<file path="config.mk">
export PLATFORM = sky130hd
export DESIGN_NAME = stack_machine_executor_core
export DESIGN_NICKNAME = d
export VERILOG_FILES = /design/src/rtl/core/smx_pkg.sv /design/src/rtl/core/stack_machine_executor_core.sv /design/src/rtl/core/smx_cell.sv /design/src/rtl/core/smx_alu.sv
export SDC_FILE = /design/constraint.sdc
export NUM_CORES = 2
export LEC_CHECK = 0
export BUFFER_PORTS_ARGS = -buffer_cell sky130_fd_sc_hd__buf_4
export CAP_MARGIN = 10
export CORE_MARGIN = 10
export CORE_UTILIZATION = 55
export CTS_BUF_LIST = sky130_fd_sc_hd__clkbuf_4 sky130_fd_sc_hd__clkbuf_8 sky130_fd_sc_hd__clkbuf_16
export CTS_CLUSTER_SIZE = 30
export DETAILED_ROUTE_END_ITERATION = 10
export PLACE_DENSITY = 0.72
export SLEW_MARGIN = 20
export SYNTH_ARGS = -nofsm -noshare
export SYNTH_HDL_FRONTEND = slang
export SYNTH_SLANG_ARGS = --single-unit
</file>
<file path="constraint.sdc">
create_clock -name clk_i -period 30.1 [get_ports clk_i]
set_clock_uncertainty 0.05 [all_clocks]
set_input_delay 1.505 -clock clk_i [delete_from_list [all_inputs] [get_ports clk_i]]
set_output_delay 1.505 -clock clk_i [all_outputs]
set_load 0.005 [all_outputs]
</file>
<file path="src/rtl/core/smx_pkg.sv">
// Shared types and constants of the stack machine executor.
package smx_pkg;

  localparam int unsigned STACK_DEPTH = 32;
  localparam int unsigned CntW        = $clog2(STACK_DEPTH + 1);
  localparam int unsigned DataW       = 32;
  localparam int unsigned OpW         = 3;
  localparam int unsigned KindW       = 3;
  localparam logic [DataW-1:0] LowByteMask = 32'h0000_00FF;

  typedef enum logic [OpW-1:0] {
    OpPush  = 3'd0,
    OpAdd   = 3'd1,
    OpSub   = 3'd2,
    OpMul   = 3'd3,
    OpPrint = 3'd4,
    OpHalt  = 3'd5
  } opcode_e;

  typedef enum logic [KindW-1:0] {
    KindArith  = 3'd0,
    KindPrint  = 3'd1,
    KindHalted = 3'd2,
    KindBadOp  = 3'd3,
    KindUnder  = 3'd4,
    KindOver   = 3'd5
  } kind_e;

  typedef enum logic [1:0] {
    CellHold     = 2'd0,
    CellFromUp   = 2'd1,
    CellFromDown = 2'd2
  } cell_cmd_e;

endpackage

</file>
<file path="src/rtl/core/stack_machine_executor_core.sv">
// Top level of the stack machine executor: a shifting row of stack cells with the top in cell 0.
// The block executes one instruction per clock cycle: the stack is a row of cells that all
// shift together, so push, pop and a binary operation on the two top entries finish in the
// cycle the item is accepted, and a new item can follow in the next cycle. A result appears in
// the output register in the cycle after its item is accepted; the input side keeps accepting as
// long as that register is empty or being drained. The 32-bit multiplier in front of the top
// cell is the longest path.
module stack_machine_executor_core (
  input  logic                     clk_i,
  input  logic                     rst_ni,
  input  logic                     s_axis_tvalid,
  output logic                     s_axis_tready,
  input  logic signed [31:0]       s_axis_tdata,  // [31:0] immediate
  input  logic [2:0]               s_axis_tuser,  // [2:0] op
  output logic                     m_axis_tvalid,
  input  logic                     m_axis_tready,
  output logic signed [31:0]       m_axis_tdata,  // [31:0] value
  output logic [2:0]               m_axis_tuser   // [2:0] kind
);

  localparam int unsigned Depth = smx_pkg::STACK_DEPTH;
  localparam int unsigned CntW  = smx_pkg::CntW;
  localparam int unsigned DataW = smx_pkg::DataW;

  logic [DataW-1:0]   cell_val [Depth];
  smx_pkg::cell_cmd_e cmd_top, cmd_rest;
  logic [DataW-1:0]   top_in;
  logic [DataW-1:0]   alu_res;

  logic [CntW-1:0]    count_q, count_d;
  logic               stopped_q, stopped_d;
  logic               out_valid_q, out_valid_d;
  logic [DataW-1:0]   out_value_q, out_value_d;
  smx_pkg::kind_e     out_kind_q, out_kind_d;

  logic               accept;
  logic               work;
  smx_pkg::opcode_e   op;
  logic [DataW-1:0]   top_val;
  logic [DataW-1:0]   next_val;

  assign s_axis_tready = !out_valid_q || m_axis_tready;
  assign accept        = s_axis_tvalid && s_axis_tready;
  assign work          = accept && !stopped_q;
  assign op            = smx_pkg::opcode_e'(s_axis_tuser);
  assign top_val       = cell_val[0];
  assign next_val      = cell_val[1];

  smx_alu u_alu (
    .op_i  (op),
    .a_i   (next_val),
    .b_i   (top_val),
    .res_o (alu_res)
  );

  for (genvar g = 0; g < Depth; g++) begin : g_cell
    logic [DataW-1:0] up_v, down_v;
    smx_pkg::cell_cmd_e cmd_v;
    if (g == 0) begin : g_top
      assign up_v  = top_in;
      assign cmd_v = cmd_top;
    end else begin : g_mid
      assign up_v  = cell_val[g-1];
      assign cmd_v = cmd_rest;
    end
    if (g == Depth - 1) begin : g_last
      assign down_v = '0;
    end else begin : g_inner
      assign down_v = cell_val[g+1];
    end
    smx_cell u_cell (
      .clk_i  (clk_i),
      .cmd_i  (cmd_v),
      .up_i   (up_v),
      .down_i (down_v),
      .val_o  (cell_val[g])
    );
  end

  always_comb begin
    cmd_top     = smx_pkg::CellHold;
    cmd_rest    = smx_pkg::CellHold;
    top_in      = alu_res;
    count_d     = count_q;
    stopped_d   = stopped_q;
    out_valid_d = out_valid_q && !m_axis_tready;
    out_value_d = out_value_q;
    out_kind_d  = out_kind_q;
    if (work) begin
      case (op)
        smx_pkg::OpPush: begin
          if (count_q == CntW'(Depth)) begin
            stopped_d   = 1'b1;
            out_valid_d = 1'b1;
            out_value_d = '0;
            out_kind_d  = smx_pkg::KindOver;
          end else begin
            top_in   = s_axis_tdata;
            cmd_top  = smx_pkg::CellFromUp;
            cmd_rest = smx_pkg::CellFromUp;
            count_d  = count_q + 1'b1;
          end
        end
        smx_pkg::OpAdd, smx_pkg::OpSub, smx_pkg::OpMul: begin
          out_valid_d = 1'b1;
          if (count_q < CntW'(2)) begin
            stopped_d   = 1'b1;
            out_value_d = '0;
            out_kind_d  = smx_pkg::KindUnder;
          end else begin
            cmd_top     = smx_pkg::CellFromUp;
            cmd_rest    = smx_pkg::CellFromDown;
            count_d     = count_q - 1'b1;
            out_value_d = alu_res;
            out_kind_d  = smx_pkg::KindArith;
          end
        end
        smx_pkg::OpPrint, smx_pkg::OpHalt: begin
          out_valid_d = 1'b1;
          if (count_q == '0) begin
            stopped_d   = 1'b1;
            out_value_d = '0;
            out_kind_d  = smx_pkg::KindUnder;
          end else if (op == smx_pkg::OpHalt) begin
            stopped_d   = 1'b1;
            out_value_d = top_val & smx_pkg::LowByteMask;
            out_kind_d  = smx_pkg::KindHalted;
          end else begin
            out_value_d = top_val;
            out_kind_d  = smx_pkg::KindPrint;
          end
        end
        default: begin
          stopped_d   = 1'b1;
          out_valid_d = 1'b1;
          out_value_d = '0;
          out_kind_d  = smx_pkg::KindBadOp;
        end
      endcase
    end
  end

  always_ff @(posedge clk_i or negedge rst_ni) begin
    if (!rst_ni) begin
      count_q     <= '0;
      stopped_q   <= 1'b0;
      out_valid_q <= 1'b0;
    end else begin
      count_q     <= count_d;
      stopped_q   <= stopped_d;
      out_valid_q <= out_valid_d;
    end
  end

  always_ff @(posedge clk_i) begin
    out_value_q <= out_value_d;
    out_kind_q  <= out_kind_d;
  end

  assign m_axis_tvalid = out_valid_q;
  assign m_axis_tdata  = out_value_q;
  assign m_axis_tuser  = out_kind_q;

  a_count_range: assert property (@(posedge clk_i) disable iff (!rst_ni)
    count_q <= CntW'(Depth))
    else $error("stack count exceeds depth");

  a_stop_sticky: assert property (@(posedge clk_i) disable iff (!rst_ni)
    stopped_q |=> stopped_q)
    else $error("stopped block resumed without reset");

  a_error_stops: assert property (@(posedge clk_i) disable iff (!rst_ni)
    (out_valid_q && (out_kind_q == smx_pkg::KindBadOp || out_kind_q == smx_pkg::KindUnder ||
     out_kind_q == smx_pkg::KindOver || out_kind_q == smx_pkg::KindHalted)) |-> stopped_q)
    else $error("error or halt result without stop");

  a_push_counts: assert property (@(posedge clk_i) disable iff (!rst_ni)
    (work && op == smx_pkg::OpPush && count_q != CntW'(Depth)) |=>
      (count_q == $past(count_q) + 1'b1))
    else $error("push did not grow the stack");

  a_stopped_quiet: assert property (@(posedge clk_i) disable iff (!rst_ni)
    (stopped_q && !out_valid_q) |=> !out_valid_q)
    else $error("result produced while stopped");

endmodule

</file>
<file path="src/rtl/core/smx_cell.sv">
// One stack entry cell that loads from its upper or lower neighbor or holds.
module smx_cell (
  input  logic                     clk_i,
  input  smx_pkg::cell_cmd_e       cmd_i,
  input  logic [smx_pkg::DataW-1:0] up_i,
  input  logic [smx_pkg::DataW-1:0] down_i,
  output logic [smx_pkg::DataW-1:0] val_o
);

  logic [smx_pkg::DataW-1:0] val_q, val_d;

  always_comb begin
    case (cmd_i)
      smx_pkg::CellFromUp:   val_d = up_i;
      smx_pkg::CellFromDown: val_d = down_i;
      default:               val_d = val_q;
    endcase
  end

  always_ff @(posedge clk_i) begin
    val_q <= val_d;
  end

  assign val_o = val_q;

endmodule

</file>
<file path="src/rtl/core/smx_alu.sv">
// Wrapping 32-bit add, subtract and multiply of the two top stack entries.
module smx_alu (
  input  smx_pkg::opcode_e          op_i,
  input  logic [smx_pkg::DataW-1:0] a_i,
  input  logic [smx_pkg::DataW-1:0] b_i,
  output logic [smx_pkg::DataW-1:0] res_o
);

  always_comb begin
    case (op_i)
      smx_pkg::OpAdd: res_o = a_i + b_i;
      smx_pkg::OpSub: res_o = a_i - b_i;
      smx_pkg::OpMul: res_o = a_i * b_i;
      default:        res_o = '0;
    endcase
  end

endmodule
</file>
# Word level (Yosys, flattened, before mapping)

Cells that the tools add are included.
Widths: inputs -> output; s select.

Multiplexer cells: 64
Add/sub/neg operators: 4
Multipliers: 1
Bitwise logic cells: 0
Reduce and logical (&&, ||, !) cells: 17
Div/mod/pow operators: 0
Equality and inequality tests: 15
Shift-type cells: 0
Order comparisons: 1

Operators with widths:

| operator            | count |
|---|---|
| $pmux 32 s2         | 32 |
| $mux 32             | 7 |
| $pmux 32 s3         | 2 |
| $add 32x32->32      | 1 |
| $mul 32x32->32      | 1 |
| $sub 32x32->32      | 1 |
| $mux 6              | 2 |
| $pmux 6 s2          | 1 |
| $mux 1              | 9 |
| $mux 3              | 3 |
| $pmux 3 s3          | 1 |
| $mux 2              | 4 |
| $ne 2x2->1 const B  | 4 |
| $reduce_and 4->1    | 2 |
| $add 6x1->6 const B | 1 |
| $eq 3x2->1 const B  | 2 |
| $eq 3x3->1 const B  | 2 |
| $eq 6x6->1 const B  | 1 |
| $logic_not 6->1     | 1 |
| $lt 6x2->1 const B  | 1 |
| $reduce_bool 2->1   | 3 |
| $sub 6x1->6 const B | 1 |
| $eq 2x1->1 const B  | 2 |
| $eq 2x2->1 const B  | 2 |
| other kinds (12)    | 16 |

Latch bits: 0
Memories kept: 0
Output and inout bits: 37
Word-level logic and storage cells: 139
Register bits after elaboration: 1067
Memory bits (read-only): 0
Memory bits (writable): 0

# Depth between registers and ports, before layout

Word-level depth: 7
Mapped depth: 28
Gate-level depth less buffers: 26

# Hierarchy

From an unflattened synthesis, not the netlist that was laid out.

Cells, all modules: 4541
Area, all modules: 69384.0 um2

By module, submodules not included:

| module                      | cells an instance | instances | seq. area each (um2) | area each (um2) |
|---|---|---|---|---|
| smx_cell                    | 71                | 32        | 960.9                | 1525.2 |
| smx_alu                     | 2088              | 1         | 0.0                  | 18173.7 |
| stack_machine_executor_core | 181               | 1         | 1251.2               | 2403.6 |

# Worst setup path after synthesis

OpenSTA, ideal clock, no wires.

Path kind: input to register
Start: input s_axis_tuser[0]
End: register g_cell[10].u_cell.val_q, in the netlist g_cell[10].u_cell.val_o[0], enable pin
Path buffers: 2
Required time: 28.716 ns
Arrival: 22.091 ns
Cell stages on the path: 8
Path slack: 6.625 ns
Setup time: 1.334 ns
Cell sequence: clkbuf_1 > nor2_1 > nor2_1 > nand2_1 > clkbuf_1 > nor2_1 > ha_1 > inv_1

Word-level cells in the longest chain between the ends: 6

RTL lines:

| item                                     | line                              | source |
|---|---|---|
| start: declaration                       | stack_machine_executor_core.sv:14 | `input logic [2:0] s_axis_tuser,` |
| $eq 3x1->1 or $eq 3x2->1 (tied branches) | stack_machine_executor_core.sv:90 | `case (op)` |
| $reduce_or 3->1                          | stack_machine_executor_core.sv:90 |  |
| $pmux 2 s2 *                             | stack_machine_executor_core.sv:90 |  |
| $mux 2 *                                 | stack_machine_executor_core.sv:89 | `if (work) begin` |
| $eq 2x1->1 or $eq 2x2->1 (tied branches) | smx_cell.sv:13                    | `case (cmd_i)` |
| $reduce_bool 2->1 (no line) *            | n/a                               |  |
| end signal: assignment                   | smx_cell.sv:21                    | `val_q <= val_d;` |
| end: declaration                         | smx_cell.sv:10                    | `logic [smx_pkg::DataW-1:0] val_q, val_d;` |

Every way passes the cells marked *; elsewhere a longest branch is shown, timed or not.
A chain may end at the register's enable or synchronous reset.

# Worst setup path after layout

Start: input s_axis_tuser[0]
End: register g_cell[11].u_cell.val_q, in the netlist g_cell[11].u_cell.val_o[16] (data pin)

Word-level cells in the longest chain between the ends: 6

RTL lines:

| item                                       | line |
|---|---|
| $eq 3x1->1 or $eq 3x2->1 (tied branches)   | stack_machine_executor_core.sv:90 |
| $reduce_or 3->1                            | stack_machine_executor_core.sv:90 |
| $pmux 2 s2 *                               | stack_machine_executor_core.sv:90 |
| $mux 2 *                                   | stack_machine_executor_core.sv:89 |
| $eq 2x2->1 or $eq 2x1->1 (tied branches)   | smx_cell.sv:13 |
| $pmux 32 s2 *                              | smx_cell.sv:13 |
| named net g_cell[11].u_cell.val_d, one bit | smx_cell.sv:10 |
| end signal: assignment                     | smx_cell.sv:21 |
| end: declaration                           | smx_cell.sv:10 |

Mark *: on every way through the listed nets, which the timed path passes. The rest lies on a longest branch.

==> results.toml <==
[floorplanning]
rows = 123
die_area_sq_um = 127700
dieHeight_microns = 357.3
num_io_pins = 76
start_util = 0.5547
coreArea_sq_um = 112800
chipWidth_microns = 357.3

[sta]
setup_viol = 0
post-route-period-util = 0.3200
max_slew.worst_pin.slew_ns = 1.123
slew_viol_final = 0
slew_headroom = 0.2510
rsz0062_at_grt = "false"
tns_ns = 0
hold_violations = 0
fin_crit_ns = 9.632
fmax_ghz = 0.1038

[worst_setup_path]
crit_family = "buffers and inverters"
worstPathArrival_ns = 9.99
cp_cell_sequence = "buf_4 > nor2_1 > nor2_1 > nand2_1 > buf_4 > nor2_1 > ha_4 > buf_4 > buf_12 > buf_16 > buf_4 > buf_6 > buf_4 > buf_6 > buf_4 > mux2_2"
required_ns = 30.46
r2r_start = "count_q[2]$_DFFE_PN0P_"
rrSetupSlack_ns = 21.09
worst_r2r_path_depth = 15
cp-start-kind = "primary input"
crit_top_cell = "buf_4"
endpoint_kind = "register"
cp_max_fo = 130
r2r-end = "g_cell[11].u_cell.val_o[16]$_DFFE_PP_"
worst-path-buf-inv = 10
cp_slowest_cell = "buf_4"
path_class = "primary input to register"
critPathMaxStageDelay_ns = 0.91

[hold_path]
hold_end = "count_q[5]$_DFFE_PN0P_"
min_from = "count_q[5]$_DFFE_PN0P_"
holdPathStages = 1
worstHoldPathType = "register to register"

[clock_network]
clock-sinks = 1067
clk_path_buf_depth = 3
clk_latency_ns = 0.70
cts_resized = 0
postCtsHoldBufs = 0
clock_tree.root_cell = "clkbuf_16"
numCtsBuffers = 109
h-tree-depth = 3
cts_tree = "done"
clkTransAtPathRegs_ns = 0.06
cts_setup_buffers = 0

[logic_synthesis]
synth_area_sq_um = 62580
synthCells = 4454
syn_avg_cell_area_sq_um = 14.05
post_synth_num_cell_types = 66
yosysWarningCount = 0
synth-seq-area-share = 0.5114
netlist.area_leader.share = 0.5082
synth_nets = 5064
yosys.area.top_type = "edfxtp_1"
ys_top_cells_by_area = "edfxtp_1, mux2_2, fa_1"
synth-async-reset-ratio = 0.007498
synth_edf_count = 1059
synth_ff_type = "edfxtp_1"
synth_seq_cells = 1067

[grt]
gr-total-overflow = 0
antenna_found_initial = 0
grt_pass1_wl_microns = 196100
first_global_vias = 35490
grt_usage = 0.1900
grt_max_degree = 229

[drt]
dr.pass1.iters = 6
first_iter_violations = 2880
wl_per_cell_microns = 19.98
drc = 0
wl_microns = 121000
vias_per_cell = 5.642
vias = 34160
ant_nets = 0

[layout]
layout_common_cells = "edfxtp_1, mux2_2, fa_1"
mostFrequentLayoutCell = "edfxtp_1"
nets = 5077
insertedDiodeCount = 0
area_growth_pct = 9.406
drive_above_1_share = 0.2852
fillCellCount = 8547

[placement]
place.gp.congestion = 0.9281
hpwl_microns = 79120
io_buffers = 75

[run_status]
status = "finished clean"

[flow_run]
max_cap_viol_count = 0
-- cells in the mapped netlist (14+ instances only) --
| master | number |
|---|---|
| nand2_1 | 316 |
| clkbuf_1 | 231 |
| inv_1 | 397 |
| a22oi_1 | 19 |
| nor2_1 | 61 |
| nand3_1 | 14 |
| xnor2_1 | 109 |
| fa_1 | 410 |
| nor2b_1 | 40 |
| a21o_1 | 27 |
| and2_1 | 310 |
| a21oi_1 | 66 |
| nor3_1 | 16 |
| ha_1 | 161 |
| edfxtp_1 | 1059 |
| mux2_2 | 957 |
| o21ai_0 | 57 |
| xor2_1 | 36 |
-- state kept, by name (all words and copies together) (netlist names) --
name,flops
m_axis_tuser,3
m_axis_tdata,32
count_q,6
m_axis_tvalid,1
stopped_q,1
g_cell.u_cell.val_o,1024
-- per-stage QoR --
stage	utilization	hold slack (ns)	instances	setup slack, ns	area [sq um]
3_3_place_gp	0.5732	0.4140	5853	19.19	64660
2_1_floorplan	-	0.3835	4454	6.625	62580
6_report	0.6069	0.4383	6055	20.47	68460
3_5_place_dp	0.5732	0.4175	5853	19.30	64660
4_1_cts	0.6062	0.4368	6052	20.00	68390
5_1_grt	0.6069	0.4593	6055	19.85	68460
-- cell type report --
type	instances	area [sq um]	area share
Inverter	397	1498	0.02188
Sequential cell	1067	32000	0.4674
Tap cell	1500	1877	0.02741
Clock buffer	129	2895	0.04229
Multi-Input combinational cell	2745	28200	0.4118
Clock inverter	70	825.8	0.01206
Timing Repair Buffer	147	1170	0.01709
-- cells by family after synthesis --
family / synth area share
flip-flops: 0.5114
multiplexers: 0.1724
AND/OR/NAND/NOR: 0.06572
buffers and inverters: 0.03873
adder cells (fa/ha/maj): 0.1634
AO/OA/AOI/OAI: 0.02813
XOR/XNOR: 0.02029
-- routing by layer --
metal / GRT usage / wire, microns / part of all wire
met1: 0.2715 / 54200 / 0.45
met5: 0 / 0 / 0
met2: 0.2971 / 55500 / 0.46
met3: 0.03481 / 7986 / 0.066
met4: 0.05441 / 3309 / 0.027
-- worst max path at each step --
stage / start / to / depth (start not counted)
detailed placement: s_axis_tuser[0] / g_cell[26].u_cell.val_o[10]$_DFFE_PP_ / 15
floorplan: s_axis_tuser[0] / g_cell[10].u_cell.val_o[0]$_DFFE_PP_ / 8
finish: s_axis_tuser[0] / g_cell[11].u_cell.val_o[16]$_DFFE_PP_ / 16
global route: s_axis_tuser[1] / g_cell[10].u_cell.val_o[16]$_DFFE_PP_ / 16
global placement: s_axis_tuser[0] / g_cell[27].u_cell.val_o[16]$_DFFE_PP_ / 15
CTS: s_axis_tuser[0] / g_cell[11].u_cell.val_o[16]$_DFFE_PP_ / 15
-- worst register-to-register path: stages, from the launching register on --
cell	delay, ns
dfrtp_1	0.40
nor4_1	0.37
a2111oi_0	0.18
buf_4	0.18
nor2b_2	0.16
inv_1	0.16
ha_4	0.74
buf_4	0.83
buf_12	0.49
buf_16	0.53
buf_4	1.01
buf_6	0.74
buf_4	0.77
buf_6	0.73
buf_4	0.93
mux2_2	0.45
Power is not shown: default switching activity piles up to over one toggle a cycle in this logic, so the estimate is an artifact.
